[src/hw/rtl/mrhs_pkg.sv]
`timescale 1ns / 1ps
package mrhs_pkg;
  localparam int MaxLen = 1024;
  localparam int AddrW = $clog2(MaxLen);
  localparam int CntW = AddrW + 1;
  localparam int DblW = AddrW + 2;
  localparam logic [30:0] HashMod = 31'h7fffffff;
  localparam logic [30:0] HashBase = 31'd500000000;

  typedef struct packed {
    logic [7:0] char_value;
    logic       is_final;
  } in_item_t;

  typedef struct packed {
    logic [9:0]  start_index;
    logic [10:0] text_length;
  } out_item_t;

  // Job handed from the loader to the search engine
  typedef struct packed {
    logic [CntW-1:0] len;
  } job_t;

  typedef enum logic [3:0] {
    S_IDLE, S_BUILD_RD, S_BUILD_MUL, S_BUILD_RED, S_CAND, S_MID,
    S_RD_WAIT, S_MUL, S_RED, S_CMP, S_BYTE_RD, S_BYTE_CMP, S_DONE
  } eng_state_e;

  // Reduce a 62-bit product modulo 2^31-1
  function automatic logic [30:0] mod_fold(input logic [61:0] x);
    logic [32:0] s;
    logic [31:0] t;
    begin
      s = {2'b0, x[30:0]} + {2'b0, x[61:31]};
      t = {1'b0, s[30:0]} + {30'b0, s[32:31]};
      t = {1'b0, t[30:0]} + {31'b0, t[31]};
      mod_fold = (t[30:0] == HashMod) ? 31'd0 : t[30:0];
    end
  endfunction

  function automatic logic [30:0] mod_add(input logic [30:0] a, input logic [30:0] b);
    logic [31:0] s;
    begin
      s = {1'b0, a} + {1'b0, b};
      mod_add = (s >= {1'b0, HashMod}) ? 31'(s - {1'b0, HashMod}) : s[30:0];
    end
  endfunction
endpackage

[src/hw/rtl/mrhs_front.sv]
`timescale 1ns / 1ps
module mrhs_front (
  input  logic                    clk_i,
  input  logic                    rst_ni,
  input  logic                    push,
  output logic                    full,
  input  mrhs_pkg::in_item_t      in_data_i,
  output logic                    txt_we_o,
  output logic [mrhs_pkg::AddrW-1:0] txt_wa_o,
  output logic [7:0]              txt_wd_o,
  output logic                    job_valid_o,
  output mrhs_pkg::job_t          job_o,
  input  logic                    job_ready_i
);
  import mrhs_pkg::*;
  logic [CntW-1:0] cnt_q, cnt_d;
  logic job_valid_q, job_valid_d;
  job_t job_q, job_d;
  logic acc;

  // stall input while a job waits or the engine still reads the text store
  assign full = job_valid_q || !job_ready_i;
  assign acc = push && !full;
  assign txt_we_o = acc && (cnt_q < CntW'(MaxLen));
  assign txt_wa_o = cnt_q[AddrW-1:0];
  assign txt_wd_o = in_data_i.char_value;
  assign job_valid_o = job_valid_q;
  assign job_o = job_q;

  always_comb begin
    cnt_d = cnt_q;
    job_valid_d = job_valid_q && !job_ready_i;
    job_d = job_q;
    if (acc) begin
      if (txt_we_o) cnt_d = cnt_q + 1'b1;
      if (in_data_i.is_final) begin
        job_valid_d = 1'b1;
        job_d.len = txt_we_o ? cnt_q + 1'b1 : cnt_q;
        cnt_d = '0;
      end
    end
  end

  always_ff @(posedge clk_i or negedge rst_ni) begin
    if (!rst_ni) begin
      cnt_q <= '0;
      job_valid_q <= 1'b0;
      job_q <= '0;
    end else begin
      cnt_q <= cnt_d;
      job_valid_q <= job_valid_d;
      job_q <= job_d;
    end
  end

  assert property (@(posedge clk_i) disable iff (!rst_ni) cnt_q <= CntW'(MaxLen))
    else $error("count overflow");
  assert property (@(posedge clk_i) disable iff (!rst_ni)
    job_valid_q && !job_ready_i |=> job_valid_q && $stable(job_q))
    else $error("job lost");
  assert property (@(posedge clk_i) disable iff (!rst_ni) job_valid_q |-> job_q.len != '0)
    else $error("empty job");
endmodule

[config.mk]
export PLATFORM = sky130hd
export DESIGN_NAME = mrhs_front
export DESIGN_NICKNAME = d
export VERILOG_FILES = /design/src/hw/rtl/mrhs_pkg.sv /design/src/hw/rtl/mrhs_front.sv
export SDC_FILE = /design/constraint.sdc
export NUM_CORES = 1
export LEC_CHECK = 0
export ABC_CLOCK_PERIOD_IN_PS = 1900
export BUFFER_PORTS_ARGS = -buffer_cell sky130_fd_sc_hd__buf_2
export CELL_PAD_IN_SITES_DETAIL_PLACEMENT = 0
export CELL_PAD_IN_SITES_GLOBAL_PLACEMENT = 2
export CORE_MARGIN = 10
export CORE_UTILIZATION = 29
export DETAILED_ROUTE_END_ITERATION = 16
export GPL_TIMING_DRIVEN = 0
export PLACE_DENSITY_LB_ADDON = 0.05
export SLEW_MARGIN = 20
export SYNTH_ARGS = -nofsm -noshare
export SYNTH_HDL_FRONTEND = slang
export SYNTH_SLANG_ARGS = --single-unit
[constraint.sdc]
create_clock -name clk_i -period 1.9 [get_ports clk_i]
set_input_delay 0 -clock clk_i [delete_from_list [all_inputs] [get_ports clk_i]]
set_output_delay 0 -clock clk_i [all_outputs]
set_load 0.005 [all_outputs]
==> impl_metrics.tcl <==
set metrics [dict create \
    outcome "finished clean" \
    p_seq_share_pct 49.4 \
    synthCells 143 \
    synthDistinctLibCells 40 \
    first_global_vias 1175 \
    initial_core_util_pct 29.5 \
    p_leak_nw 0.814 \
    period_share_pct 90.8 \
    grt_max_degree 24 \
    whs_ps 169 \
    worst_hold_path_type "in2reg" \
    die_y_um 88.9 \
    stdcell_area_sq_um 1690 \
    highest-signal-layer "met4" \
    wire_per_inst_um 14.9 \
    crit_required_ps 2050 \
    n_fill_cell 506 \
    r2r-start "cnt_q[0]" \
    yosys.area_share.simple_pct 19.8 \
    viasPerCell 4.65 \
    crit_path_top_delay_cell "dfrtp_1" \
    core_region_area_sq_um 4660 \
    synth_xor_area_share_pct 5.73 \
    reg2reg_depth 5 \
    root_buffer "clkbuf_8" \
    vdd.ir_drop.worst_v 0.000226 \
    ant_nets 0 \
    diodes 0 \
    clock_skew_ps 3.63 \
    synth_area_sq_um 1380 \
    power_density_nw_per_um2 716 \
    r2r-end "cnt_q[6]" \
    dr.first_iter.drc_count 38 \
    crit_path_start "cnt_q[0]" \
    synth_compound_area_share_pct 14.5 \
    synthMuxAreaShare_pct 1.55 \
    syn-num-nets 157 \
    grt.overflow.total 0 \
    clk_path_buf_depth 2 \
    reg2reg_slack_ps 170 \
    path_class "reg2reg" \
    remaining_drc_errors 0 \
    clk_latency_ps 270 \
    synth-adder-area-share_pct 0.909 \
    p_comb_share_pct 24.7 \
    timing.final.hold_violations 0 \
    die_w_um 88.9 \
    rows 25 \
    cp_max_fo 6 \
    ctsHoldBuffers 2 \
    dr_wl_met3_um 315 \
    portBuffers 36 \
    synth_top_family_by_area "simple AND/OR/NAND/NOR gates" \
    drt_wl_total_um 3570 \
    startpoint_type "flop" \
    pwr-share-clk_pct 25.9 \
    endpoint "cnt_q[6]" \
    cts_tree "done" \
    endpoint_kind "flop" \
    nets 200 \
    setup-violations-final 0 \
    ys_ff_latch 23 \
    relSlewSlack_pct 64.8 \
    power_mw 1.21 \
    grt_pass1_wl_um 5940 \
    dp.final_hpwl_um 2780 \
    crit_arrival_ps 1870 \
    utilization_pct 36.3 \
    firstDrtPassIters 5 \
    wl_met2_um 1560 \
    drv_slew 0 \
    dieArea_sq_um 7900 \
    vias 1111 \
    regArea_sq_um 576 \
    avgSynthCellArea_sq_um 9.62 \
    cts_sinks 23 \
    rsz0062_at_grt "false" \
    numCtsBuffers 3 \
    power_switching_mw 0.359 \
    placed_area_sq_um 1620 \
    globalplace.congestion 0.741 \
    max_stage_delay_ps 470 \
    setup_tns_ps 0 \
    htreeDepth 1 \
    intPower_mw 0.851 \
    gr-usage-all-layers_pct 9.61 \
    ys_warn_count 0 \
    cts_setup_buffers 0 \
    drive_gt1_share_pct 37.8 \
    wl_met1_um 1660 \
    area_delta_synth_final_pct 22.8 \
    swShare_pct 29.7 \
    antenna_found_initial 0 \
    tightest_slew_ps 528 \
    ctsResizeCount 0 \
    path_cells "ha_1, nand2b_4, or3_4, o311ai_2, o41ai_2" \
    synth-seq-area-share_pct 41.8 \
    cap_violations 0 \
    period_needed_ps 1730 \
    clk_pin_slew_worst_paths_ps 90 \
    multi_input_area_sq_um 586 \
    ios 45 \
    fmax_mhz 579 \
]
cells in the mapped netlist, drive strengths merged:
master | instances | area [sq um]
a21o | 1 | 7.51
a21oi | 2 | 10.0
a22o | 2 | 17.5
a31oi | 1 | 6.26
a41oi | 1 | 8.76
and2 | 1 | 6.26
and3b | 1 | 8.76
buf | 21 | 169
clkbuf | 4 | 25.0
clkdlybuf4s18 | 1 | 10.0
dfrtp | 23 | 576
ha | 1 | 12.5
inv | 3 | 11.3
mux2 | 1 | 11.3
mux2i | 1 | 10.0
nand2 | 20 | 75.1
nand2b | 2 | 20.0
nand3 | 1 | 5.00
nand3b | 1 | 20.0
nand4 | 1 | 6.26
nand4b | 1 | 8.76
nand4bb | 1 | 11.3
nor2 | 5 | 18.8
nor2b | 2 | 12.5
nor3 | 5 | 25.0
nor4 | 4 | 31.3
o21ai | 19 | 95.1
o311ai | 1 | 16.3
o31ai | 3 | 22.5
o41ai | 1 | 16.3
or2 | 1 | 6.26
or3 | 2 | 17.5
xnor2 | 7 | 61.3
xor2 | 2 | 17.5
power groups by stage:
stage | registers (mW) | logic [mW] | clock network [mW]
after floorplan | 0.606 | 0.171 | 0
after global placement | 0.606 | 0.301 | 0
after detailed placement | 0.608 | 0.305 | 0
after CTS | 0.599 | 0.309 | 0.338
after global routing | 0.608 | 0.346 | 0.345
final | 0.598 | 0.299 | 0.314
sequential cells by signal, indices dropped and copies added, names as in the netlist:
register,flops
cnt_q,11
job_o,11
job_valid_o,1
routing by layer:
layer / global-route usage (%) / vias to the layer above
met5: 0 / -
met4: 3.08 / 0
met3: 3.37 / 5
met2: 15.2 / 39
met1: 11.9 / 507
li1: - / 560
logic make-up after synthesis:
| family | Yosys count |
|---|---|
| AND/OR/NAND/NOR | 48 |
| XOR/XNOR | 9 |
| adder cells (fa/ha/maj) | 1 |
| multiplexers | 2 |
| flip-flops | 23 |
| buffers and inverters | 29 |
| AO/OA/AOI/OAI | 31 |
per-stage QoR:
step	worst slack [ps]	std cells
2_1_floorplan	301	143
3_3_place_gp	198	233
3_5_place_dp	186	233
4_1_cts	172	239
5_1_grt	118	239
6_report	174	239
critical path: cells and delay by family, from the launching register on:
kind	cells	cell delay, ps
AOI/OAI and AO/OA	2	390
and+or+nand+nor	2	500
DFF	1	470
adders and majority gates	1	250
placed cells by master, fill, tap and decap left out, types with 4 or more instances in the layout:
master     n
buf_2     36
buf_4     18
clkbuf_8   4
dfrtp_1   23
nand2_1   20
nor2_1     5
nor3_1     5
o21ai_0   16
xnor2_1    7
area by class of cell:
type	count	area share, %
well taps	54	4.00
multi-input cells	91	34.6
flip-flops and latches	23	34.0
repair buffers	38	11.8
clock inverters	1	0.296
inverters	3	0.666
plain buffers	26	12.1
clock buffers	3	2.44
how the worst min path moves through the flow:
| stage | startpoint | endpoint | slack, ps | cells after the start |
|---|---|---|---|---|
| finish | push | cnt_q[7] | 170 | 4 |
| global placement | rst_ni | job_o[9] | 10 | 1 |
| CTS | push | cnt_q[7] | 160 | 4 |
| floorplan | rst_ni | cnt_q[0] | -300 | 0 |
| detailed placement | rst_ni | job_o[9] | 20 | 1 |
| global route | in_data_i[3] | txt_wd_o[2] | 180 | 2 |
(Power assumes the default switching activity.)
